==> src/sv/bpvr_pkg.sv <==
// types and constants of the boost pwm voltage regulator
package bpvr_pkg;

   localparam int unsigned MAX_ATTEMPTS_DEFAULT = 20;
   localparam int unsigned ATTEMPT_W            = 5;

   localparam int unsigned REQ_DATA_W  = 32;
   localparam int unsigned RSP_DATA_W  = 24;
   localparam int unsigned CSR_ADDR_W  = 5;
   localparam int unsigned CSR_DATA_W  = 32;

   // voltages in q5.8
   localparam logic [12:0] V_FIVE  = 13'd1280;
   localparam logic [12:0] V_CLOSE = 13'd51;
   localparam logic [12:0] V_LOW   = 13'd2176;
   localparam logic [12:0] V_HIGH  = 13'd3584;

   // reciprocals in q0.16 for the small divides
   localparam logic [13:0] RECIP_TEN  = 14'd6554;
   localparam logic [13:0] RECIP_FIVE = 14'd13108;

   localparam logic [11:0] GAIN_UNLOADED_RST   = 12'd666;
   localparam logic [14:0] OFFSET_UNLOADED_RST = 15'd4096;
   localparam logic [11:0] GAIN_LOADED_RST     = 12'd1434;
   localparam logic [14:0] OFFSET_LOADED_RST   = 15'd8960;
   localparam logic [1:0]  LOOP_MODE_RST       = 2'd2;
   localparam logic [15:0] ADC_PER_VOLT_RST    = 16'd16699;

   typedef enum logic [2:0] {
      ST_SKIP       = 3'd0,
      ST_CLOSE      = 3'd1,
      ST_RANGE      = 3'd2,
      ST_STEPSTART  = 3'd3,
      ST_CONTINUOUS = 3'd4,
      ST_ADJUSTED   = 3'd5,
      ST_FINISHED   = 3'd6,
      ST_IGNORED    = 3'd7
   } status_type;

   typedef enum logic [2:0] {
      REG_GAIN_UNLOADED   = 3'd0,
      REG_OFFSET_UNLOADED = 3'd1,
      REG_GAIN_LOADED     = 3'd2,
      REG_OFFSET_LOADED   = 3'd3,
      REG_LOOP_MODE       = 3'd4,
      REG_ADC_PER_VOLT    = 3'd5
   } csr_index_type;

   typedef enum logic [3:0] {
      S_IDLE,
      S_CHECK,
      S_MUL_UNLOADED,
      S_MUL_LOADED,
      S_MUL_ADC,
      S_START_END,
      S_MUL_ERR,
      S_MUL_RECIP,
      S_UPDATE,
      S_DONE
   } state_type;

endpackage

==> src/sv/boost_pwm_voltage_regulator.sv <==
// a word passes the check and done states: skip, close, range, ignored and finished
// directly, an adjustment via the error, reciprocal and update states, a start via
// the three start products and the start-end state. one word at a time, with a
// single shared 15x17 multiplier used in turn by the sequencer; req_tready is high
// only while the sequencer idles. reset (synchronous, active high) restores the
// register defaults and the idle regulation state; no clearing pass is needed.
module boost_pwm_voltage_regulator #(
   parameter int unsigned MaxAttempts = bpvr_pkg::MAX_ATTEMPTS_DEFAULT
) (
   input  logic                               clock,
   input  logic                               reset,
   input  logic                               req_tvalid,
   output logic                               req_tready,
   // [12:0] target_voltage, [25:13] measured_voltage, [31:26] zero
   input  logic [bpvr_pkg::REQ_DATA_W-1:0]    req_tdata,
   // [0] mode
   input  logic                               req_tuser,
   output logic                               rsp_tvalid,
   input  logic                               rsp_tready,
   // [6:0] pwm_unloaded, [13:7] pwm_loaded, [23:14] adc_setpoint
   output logic [bpvr_pkg::RSP_DATA_W-1:0]    rsp_tdata,
   // [2:0] status
   output logic [2:0]                         rsp_tuser,
   input  logic                               csr_psel,
   input  logic                               csr_penable,
   input  logic                               csr_pwrite,
   input  logic [bpvr_pkg::CSR_ADDR_W-1:0]    csr_paddr,
   input  logic [bpvr_pkg::CSR_DATA_W-1:0]    csr_pwdata,
   output logic [bpvr_pkg::CSR_DATA_W-1:0]    csr_prdata,
   output logic                               csr_pready
);
   import bpvr_pkg::*;

   // configuration registers
   logic [11:0]   gain_u_ff;
   logic [14:0]   off_u_ff;
   logic [11:0]   gain_l_ff;
   logic [14:0]   off_l_ff;
   logic [1:0]    loop_mode_ff;
   logic [15:0]   adc_per_volt_ff;
   csr_index_type csr_index;

   // sequencer and regulation state
   state_type             state_ff, state_in;
   logic                  mode_ff, mode_in;
   logic [12:0]           tgt_ff, tgt_in;
   logic [12:0]           meas_ff, meas_in;
   logic signed [31:0]    prod_ff;
   logic signed [10:0]    step_ff, step_in;
   logic                  regulating_ff, regulating_in;
   logic [6:0]            duty_ff, duty_in;
   logic [6:0]            duty_l_ff, duty_l_in;
   logic [12:0]           goal_ff, goal_in;
   logic [ATTEMPT_W-1:0]  attempts_ff, attempts_in;
   logic [1:0]            rev_left_ff, rev_left_in;
   logic signed [7:0]     raw_step_ff, raw_step_in;
   logic signed [7:0]     prev_step_ff, prev_step_in;

   // staged result and output register
   status_type            res_status_ff, res_status_in;
   logic [6:0]            res_pu_ff, res_pu_in;
   logic [6:0]            res_pl_ff, res_pl_in;
   logic [9:0]            res_adc_ff, res_adc_in;
   logic                  rsp_valid_ff, rsp_valid_in;
   logic                  rsp_load;
   logic [2:0]            rsp_status_ff;
   logic [6:0]            rsp_pu_ff;
   logic [6:0]            rsp_pl_ff;
   logic [9:0]            rsp_adc_ff;

   // shared multiplier
   logic signed [14:0]    mul_a;
   logic [15:0]           mul_b;
   logic signed [31:0]    mul_p;

   // datapath helpers
   logic signed [13:0]    dstart;
   logic [13:0]           dstart_abs;
   logic signed [13:0]    err;
   logic [13:0]           err_abs;
   logic signed [31:0]    xu;
   logic signed [31:0]    xl;
   logic signed [31:0]    round_sum;
   logic [15:0]           adc_q;
   logic [9:0]            adc_sat;
   logic signed [10:0]    step_now;
   logic [12:0]           recip_x;
   logic [10:0]           neg_step;
   logic [8:0]            quot;
   logic signed [9:0]     app;
   logic signed [10:0]    duty_sum;
   logic [6:0]            duty_new;
   logic signed [7:0]     prev_new;
   logic signed [7:0]     raw_new;
   logic                  rev;
   logic                  loop_end;

   function automatic logic [6:0] clamp_pwm(input logic signed [31:0] x);
      logic signed [15:0] f;
      f = x[31:16];
      if (f < 16'sd0) begin
         return 7'd0;
      end else if (f > 16'sd100) begin
         return 7'd100;
      end
      return f[6:0];
   endfunction

   // ---------------------------------------------------------------- csr port
   assign csr_index  = csr_index_type'(csr_paddr[4:2]);
   assign csr_pready = 1'b1;

   always_ff @(posedge clock) begin
      if (reset) begin
         gain_u_ff       <= GAIN_UNLOADED_RST;
         off_u_ff        <= OFFSET_UNLOADED_RST;
         gain_l_ff       <= GAIN_LOADED_RST;
         off_l_ff        <= OFFSET_LOADED_RST;
         loop_mode_ff    <= LOOP_MODE_RST;
         adc_per_volt_ff <= ADC_PER_VOLT_RST;
      end else if (csr_psel && csr_penable && csr_pwrite && csr_pready) begin
         case (csr_index)
            REG_GAIN_UNLOADED:   gain_u_ff       <= csr_pwdata[11:0];
            REG_OFFSET_UNLOADED: off_u_ff        <= csr_pwdata[14:0];
            REG_GAIN_LOADED:     gain_l_ff       <= csr_pwdata[11:0];
            REG_OFFSET_LOADED:   off_l_ff        <= csr_pwdata[14:0];
            REG_LOOP_MODE:       loop_mode_ff    <= csr_pwdata[1:0];
            REG_ADC_PER_VOLT:    adc_per_volt_ff <= csr_pwdata[15:0];
            default: ;
         endcase
      end
   end

   always_comb begin
      case (csr_index)
         REG_GAIN_UNLOADED:   csr_prdata = {20'd0, gain_u_ff};
         REG_OFFSET_UNLOADED: csr_prdata = {17'd0, off_u_ff};
         REG_GAIN_LOADED:     csr_prdata = {20'd0, gain_l_ff};
         REG_OFFSET_LOADED:   csr_prdata = {17'd0, off_l_ff};
         REG_LOOP_MODE:       csr_prdata = {30'd0, loop_mode_ff};
         REG_ADC_PER_VOLT:    csr_prdata = {16'd0, adc_per_volt_ff};
         default:             csr_prdata = '0;
      endcase
   end

   // ---------------------------------------------------------------- datapath
   assign mul_p = mul_a * $signed({1'b0, mul_b});

   assign dstart     = $signed({1'b0, meas_ff}) - $signed({1'b0, tgt_ff});
   assign dstart_abs = dstart[13] ? 14'(-dstart) : dstart;
   assign err        = $signed({1'b0, goal_ff}) - $signed({1'b0, meas_ff});
   assign err_abs    = err[13] ? 14'(-err) : err;

   assign xu = prod_ff - $signed({9'd0, off_u_ff, 8'd0});
   assign xl = prod_ff - $signed({9'd0, off_l_ff, 8'd0}) - 32'sd32768;

   // rounding add shared by the adc setpoint and the error step
   assign round_sum = prod_ff + 32'sd32768;
   assign adc_q     = round_sum[31:16];
   assign adc_sat   = (adc_q > 16'd1023) ? 10'd1023 : adc_q[9:0];
   assign step_now  = round_sum[26:16];

   assign recip_x  = {step_now[9:0], 3'b000} + 13'd5;
   assign neg_step = 11'(-step_now);

   // applied step from the reciprocal product
   assign quot = prod_ff[24:16];
   always_comb begin
      if (!step_ff[10]) begin
         app = $signed({1'b0, quot});
      end else if (step_ff < -11'sd5) begin
         app = -$signed({1'b0, quot});
      end else begin
         app = -10'sd1;
      end
   end

   assign duty_sum = $signed({4'b0000, duty_ff}) + 11'(app);
   assign duty_new = (duty_sum < 11'sd5)  ? 7'd5  :
                     (duty_sum > 11'sd70) ? 7'd70 : duty_sum[6:0];
   assign prev_new = (app > 10'sd127)  ? 8'sd127  :
                     (app < -10'sd128) ? -8'sd128 : app[7:0];
   assign raw_new  = (step_ff > 11'sd127)  ? 8'sd127  :
                     (step_ff < -11'sd128) ? -8'sd128 : step_ff[7:0];
   assign rev = (app == 10'sd0) || (prev_step_ff == 8'sd0) ||
                ((app > 10'sd0) != (prev_step_ff > 8'sd0));

   assign loop_end = (err_abs <= 14'(V_CLOSE)) || (raw_step_ff == 8'sd0) ||
                     (attempts_ff >= ATTEMPT_W'(MaxAttempts)) ||
                     (duty_ff <= 7'd5) || (duty_ff >= 7'd70) || (rev_left_ff == 2'd0);

   // ---------------------------------------------------------------- sequencer
   always_ff @(posedge clock) begin
      if (reset) begin
         state_ff      <= S_IDLE;
         regulating_ff <= 1'b0;
         duty_ff       <= 7'd0;
         duty_l_ff     <= 7'd0;
         goal_ff       <= 13'd0;
         attempts_ff   <= '0;
         rev_left_ff   <= 2'd2;
         raw_step_ff   <= 8'sd2;
         prev_step_ff  <= 8'sd0;
         rsp_valid_ff  <= 1'b0;
      end else begin
         state_ff      <= state_in;
         regulating_ff <= regulating_in;
         duty_ff       <= duty_in;
         duty_l_ff     <= duty_l_in;
         goal_ff       <= goal_in;
         attempts_ff   <= attempts_in;
         rev_left_ff   <= rev_left_in;
         raw_step_ff   <= raw_step_in;
         prev_step_ff  <= prev_step_in;
         rsp_valid_ff  <= rsp_valid_in;
      end
   end

   always_ff @(posedge clock) begin
      mode_ff       <= mode_in;
      tgt_ff        <= tgt_in;
      meas_ff       <= meas_in;
      prod_ff       <= mul_p;
      step_ff       <= step_in;
      res_status_ff <= res_status_in;
      res_pu_ff     <= res_pu_in;
      res_pl_ff     <= res_pl_in;
      res_adc_ff    <= res_adc_in;
      if (rsp_load) begin
         rsp_status_ff <= res_status_ff;
         rsp_pu_ff     <= res_pu_ff;
         rsp_pl_ff     <= res_pl_ff;
         rsp_adc_ff    <= res_adc_ff;
      end
   end

   always_comb begin
      state_in      = state_ff;
      mode_in       = mode_ff;
      tgt_in        = tgt_ff;
      meas_in       = meas_ff;
      step_in       = step_ff;
      regulating_in = regulating_ff;
      duty_in       = duty_ff;
      duty_l_in     = duty_l_ff;
      goal_in       = goal_ff;
      attempts_in   = attempts_ff;
      rev_left_in   = rev_left_ff;
      raw_step_in   = raw_step_ff;
      prev_step_in  = prev_step_ff;
      res_status_in = res_status_ff;
      res_pu_in     = res_pu_ff;
      res_pl_in     = res_pl_ff;
      res_adc_in    = res_adc_ff;
      rsp_valid_in  = rsp_valid_ff && !rsp_tready;
      rsp_load      = 1'b0;
      req_tready    = 1'b0;
      mul_a         = '0;
      mul_b         = '0;

      case (state_ff)
         S_IDLE: begin
            req_tready = 1'b1;
            if (req_tvalid) begin
               mode_in  = req_tuser;
               tgt_in   = req_tdata[12:0];
               meas_in  = req_tdata[25:13];
               state_in = S_CHECK;
            end
         end

         S_CHECK: begin
            res_pu_in  = 7'd0;
            res_pl_in  = 7'd0;
            res_adc_in = 10'd0;
            state_in   = S_DONE;
            if (!mode_ff) begin
               // any start word ends an ongoing regulation
               regulating_in = 1'b0;
               if (tgt_ff < V_FIVE) begin
                  res_status_in = ST_SKIP;
               end else if (dstart_abs <= 14'(V_CLOSE)) begin
                  res_status_in = ST_CLOSE;
               end else if (tgt_ff > V_HIGH || tgt_ff < V_LOW) begin
                  res_status_in = ST_RANGE;
               end else begin
                  state_in = S_MUL_UNLOADED;
               end
            end else if (!regulating_ff) begin
               res_status_in = ST_IGNORED;
            end else if (loop_end) begin
               res_status_in = ST_FINISHED;
               regulating_in = 1'b0;
               res_pu_in     = duty_ff;
               res_pl_in     = duty_l_ff;
            end else begin
               state_in = S_MUL_ERR;
            end
         end

         S_MUL_UNLOADED: begin
            mul_a    = $signed({2'b00, tgt_ff});
            mul_b    = {4'd0, gain_u_ff};
            state_in = S_MUL_LOADED;
         end

         S_MUL_LOADED: begin
            res_pu_in = clamp_pwm(xu);
            mul_a     = $signed({2'b00, tgt_ff});
            mul_b     = {4'd0, gain_l_ff};
            state_in  = S_MUL_ADC;
         end

         S_MUL_ADC: begin
            res_pl_in = clamp_pwm(xl);
            mul_a     = $signed({2'b00, tgt_ff});
            mul_b     = adc_per_volt_ff;
            state_in  = S_START_END;
         end

         S_START_END: begin
            state_in = S_DONE;
            // loop modes 0 and 1 both run continuous
            if (loop_mode_ff > 2'd1) begin
               res_status_in = ST_STEPSTART;
               regulating_in = 1'b1;
               duty_in       = res_pu_ff;
               duty_l_in     = res_pl_ff;
               goal_in       = tgt_ff;
               attempts_in   = '0;
               rev_left_in   = 2'd2;
               raw_step_in   = 8'sd2;
               prev_step_in  = 8'sd0;
            end else begin
               res_status_in = ST_CONTINUOUS;
               res_adc_in    = adc_sat;
            end
         end

         S_MUL_ERR: begin
            mul_a    = 15'(err);
            mul_b    = {4'd0, gain_u_ff};
            state_in = S_MUL_RECIP;
         end

         S_MUL_RECIP: begin
            step_in  = step_now;
            state_in = S_UPDATE;
            if (!step_now[10]) begin
               mul_a = $signed({2'b00, recip_x});
               mul_b = {2'b00, RECIP_TEN};
            end else if (step_now < -11'sd5) begin
               mul_a = $signed({4'b0000, neg_step});
               mul_b = {2'b00, RECIP_FIVE};
            end
         end

         S_UPDATE: begin
            // the first adjustment never counts as a reversal
            if (attempts_ff != '0 && rev && rev_left_ff != 2'd0) begin
               rev_left_in = rev_left_ff - 2'd1;
            end
            attempts_in   = attempts_ff + 1'b1;
            prev_step_in  = prev_new;
            raw_step_in   = raw_new;
            duty_in       = duty_new;
            res_status_in = ST_ADJUSTED;
            res_pu_in     = duty_new;
            res_pl_in     = duty_l_ff;
            state_in      = S_DONE;
         end

         S_DONE: begin
            if (!rsp_valid_ff || rsp_tready) begin
               rsp_load     = 1'b1;
               rsp_valid_in = 1'b1;
               state_in     = S_IDLE;
            end
         end

         default: begin
            state_in = S_IDLE;
         end
      endcase
   end

   assign rsp_tvalid = rsp_valid_ff;
   assign rsp_tuser  = rsp_status_ff;
   assign rsp_tdata  = {rsp_adc_ff, rsp_pl_ff, rsp_pu_ff};

endmodule

==> config.mk <==
export PLATFORM = sky130hd
export DESIGN_NAME = boost_pwm_voltage_regulator
export DESIGN_NICKNAME = d
export VERILOG_FILES = /design/src/sv/bpvr_pkg.sv /design/src/sv/boost_pwm_voltage_regulator.sv
export SDC_FILE = /design/constraint.sdc
export NUM_CORES = 1
export LEC_CHECK = 0
export ABC_CLOCK_PERIOD_IN_PS = 19900
export BUFFER_PORTS_ARGS = -buffer_cell sky130_fd_sc_hd__buf_2
export CORE_ASPECT_RATIO = 1.5
export CORE_MARGIN = 2
export CORE_UTILIZATION = 30
export CTS_BUF_LIST = sky130_fd_sc_hd__clkbuf_4
export CTS_CLUSTER_DIAMETER = 150
export DETAILED_ROUTE_END_ITERATION = 8
export PLACE_DENSITY = 0.5
export SLEW_MARGIN = 20
export SYNTH_ARGS = -nofsm -noshare
export SYNTH_HDL_FRONTEND = slang
export SYNTH_SLANG_ARGS = --single-unit
==> constraint.sdc <==
create_clock -name clock -period 19.9 [get_ports clock]
set_clock_uncertainty 0.15 [all_clocks]
set_input_delay 5.97 -clock clock [delete_from_list [all_inputs] [get_ports clock]]
set_output_delay 5.97 -clock clock [all_outputs]
set_load 0.05 [all_outputs]
==> summary.txt <==
Logic synthesis
  – Post-synthesis sequential area ratio: 25.47%
  – Mean Syn Cell Area: 8.600 um2
  – Compound-Gate Fraction of Synth Area: 14.90%
  – Post-synthesis cell type count: 108
  – Post-synthesis simple-gate area fraction: 19.23%
  – Seq cells post-synth: 251
  – Adder-cell area share of the yosys netlist: 27.13%
  – Mux contribution to synthesized area: 1.544%
  – Share of flip-flops with an asynchronous set or reset: 0%
  – Syn Std Cell Area: 23,340 um2
  – Synth warnings: 0
  – Post-synth EDFFs: 92
  – Most common flop cell mapped by yosys: dfxtp_1
  – Xor-xnor portion of the synthesized cell area: 4.004%
  – Combinational family with the most area after synthesis: adder cells
  – Mapped Cells: 2,714

Clock tree
  – Clk Latency, worst-skew pair: 0.81 ns
  – Resized Gates After CTS: 0
  – Post-CTS Setup Bufs: 0
  – Hold buffer count at CTS: 0
  – Cts bufs inserted: 69
  – Worst-path clk slew: 0.07 ns
  – CTS tree: done
  – CTS Buffer Depth: 3
  – Root Driver: clkbuf_4
  – H-tree Lvls: 3
  – Clock sink total: 251

Detailed routing
  – Vias per std cell: 5.035
  – Vias post-DR: 19,630
  – Met3 wire length: 3426 um
  – Final WL: 77,730 um
  – DR top layer: met5
  – DRT iter0 DRCs: 1,137
  – Drt wl/cell: 19.94 um
  – Metal2 WL: 40,250 um
  – Post-route ant nets: 0
  – M1 WL: 30,730 um
  – Residual DRC count: 0
  – Drt first pass iters: 8

Floorplan
  – Die Y: 345.6 um
  – Die width: 231.8 um
  – FP Rows: 125
  – Core box area: 77,260 um2
  – Die area: 80,100 um2
  – Ports: 139
  – Initial Util: 30.21%

Worst setup path
  – Crit path buffers/inverters: 3
  – CP Capture Type: output pin
  – Capturing point of the worst reg2reg path: prod_ff[31]$_DFF_P_
  – CP most frequent cell: buf_2
  – Slowest CP cell: buf_2
  – CP Launch Type: input pin
  – RR Startpoint: prod_ff[17]$_DFF_P_
  – Arrival time worst endpoint: 8.20 ns
  – Crit-path leading delay family: buffers and inverters
  – WP data required: 13.78 ns
  – Crit Path Category: in2out
  – Worst Path Max Fanout: 26
  – Worst stage delay on the critical path: 0.55 ns
  – Critical path cell sequence: buf_2 -> nor2b_1 -> buf_4 -> a22oi_1 -> o22ai_1 -> buf_2
  – Reg2reg setup slack: 9.19 ns
  – Cells on worst reg2reg path: 33

Final layout
  – Area Growth Syn to Fin: 11.22%
  – Fill count: 8,257
  – Final Non-Filler Cells: 3,898
  – Finished Core Util: 33.60%
  – Share of cells above drive strength 1: 11.06%
  – Design Area, Final: 25,960 um2
  – Final nets: 3,297

Timing
  – Final Hold Fails: 0
  – Fin crit share: 71.95%
  – Slew Viols, Final: 0
  – Worst rel slew slack: 28.13%
  – RSZ-0062 raised after global routing: no
  – Worst slew pin tran: 1.070 ns
  – Minimum clock period: 14.32 ns
  – F_max: 69.85 MHz
  – Post-route setup TNS: 0 ns
  – Setup violators final: 0

Worst hold path
  – Number of cells on the worst hold path: 0
  – Hold/Removal Path Class: reg2reg
  – Min-Delay Endpoint: rsp_tuser[1]$_DFFE_PP_
  – HP Start: res_status_ff[1]$_DFFE_PP_

Power and ir drop
  – Power Density: 71.17 nW/um2
  – P_leak: 11.57 nW
  – Worst vdd ir: 38.65 uV
  – Total power: 1.848 mW

Placed design
  – Port-buffer cells: 97
  – Post-Place Cells: 3,770
  – GPL Wtd Cong: 0.8728
  – DP Area: 25,020 um2
  – HPWL Detailed: 61,490 um

GRT
  – All-layer global routing usage: 19.49%
  – Largest net degree at the start of global routing: 76
  – Overflow after GRT: 0
  – Vias in the first global route: 20,140
  – Initial antenna violation count: 14
  – Global-route wire length before repair: 118,700 um

Run
  – Total of max-cap violations: 0

Run status
  – Status: complete, no violations
## report_power, final
group          leakage (nW)  total, mW  internal [mW]  switching (mW)
Clock                 0.522      0.501          0.268           0.233
Combinational          8.91      0.660          0.217           0.443
Sequential             2.14      0.687          0.630          0.0572
## Yosys cell counts (21+ instances only)
cell / n / area [um2]
dfxtp_1: 159 / 3183
nand2b_1: 36 / 225.2
nor3_1: 31 / 155.2
clkbuf_1: 86 / 322.8
xor2_1: 29 / 254.0
edfxtp_1: 92 / 2763
ha_1: 211 / 2640
nand2_1: 404 / 1516
nand3_1: 68 / 340.3
nor2_1: 216 / 810.8
fa_1: 184 / 3684
xnor2_1: 69 / 604.3
o21ai_0: 81 / 405.4
nor2b_1: 31 / 193.9
nand4_1: 21 / 131.4
and2_1: 21 / 131.4
a21o_1: 39 / 292.8
nand3b_1: 23 / 172.7
inv_1: 337 / 1265
a21oi_1: 184 / 920.9
## cells in the final DEF, fill, tap and decap left out, drive strengths merged, types with 19 or more instances in the layout
cell    netlist  layout
nand3b       23      23
o21ai        92      92
and3         19      19
dfxtp       159     159
nor2b        31      31
nand3        68      68
nand4        22      22
a22oi        19      19
a211oi       23      23
conb          2      21
ha          211     211
nor3         33      33
and2         21      21
xnor2        70      70
inv         337     337
nor2        220     220
nand2       405     405
nand2b       37      37
xor2         32      32
edfxtp       92      92
a21oi       188     188
a21o         39      39
clkbuf       86      92
clkinv        0      22
buf          31     138
fa          184     184
## stage by stage
step,worst slack (ns),hold WS [ns]
floorplan,5.746,0.2503
global placement,5.633,0.2534
detailed placement,5.645,0.2593
CTS,5.647,0.2468
global route,5.527,0.2630
finish,5.583,0.2586
## cells by family (layout without fill, tap and decap cells)
| logic type | after synthesis | after routing |
|---|---|---|
| other cells | 2 | 29 |
| flops | 251 | 251 |
| simple gates | 954 | 954 |
| mux | 29 | 29 |
| buf+inv | 454 | 595 |
| fa+ha+maj | 396 | 396 |
| xor+xnor | 102 | 102 |
| compound gates | 526 | 526 |
## state kept, by name, summed over array words and instances, names as in the netlist, 12 cells and up
| signal | count |
|---|---|
| adc_per_volt_ff | 16 |
| gain_l_ff | 12 |
| gain_u_ff | 12 |
| goal_ff | 13 |
| meas_ff | 13 |
| off_l_ff | 15 |
| off_u_ff | 15 |
| prod_ff | 31 |
| tgt_ff | 13 |
## routing by layer
metal | track usage, % | vias to the layer above
met5 | 0 | -
met4 | 8.726 | 6
met3 | 2.597 | 140
met2 | 35.54 | 517
met1 | 22.35 | 9527
li1 | - | 9436
## how the worst max path moves through the flow
stage / slack (ns) / startpoint / to / cells after the start
4_1_cts: 5.65 / csr_paddr[2] / csr_prdata[3] / 6
5_1_grt: 5.53 / csr_paddr[2] / csr_prdata[3] / 6
6_report: 5.58 / csr_paddr[2] / csr_prdata[3] / 6
3_3_place_gp: 5.63 / csr_paddr[2] / csr_prdata[3] / 6
3_5_place_dp: 5.64 / csr_paddr[2] / csr_prdata[3] / 6
2_1_floorplan: 5.75 / csr_paddr[2] / csr_prdata[11] / 5
## area by class of cell
cell class              instances  area, um2  share of cell area [%]
diodes                          8      20.02                 0.07711
clock buffers                  92      690.7                   2.660
clock inverters                28      225.2                  0.8675
inverters                     337       1265                   4.873
multi-input cells            2028      15750                   60.66
flip-flops and latches        251       5946                   22.90
well taps                    1016       1271                   4.897
repair buffers                138      795.8                   3.065
(Power assumes the default switching activity.)
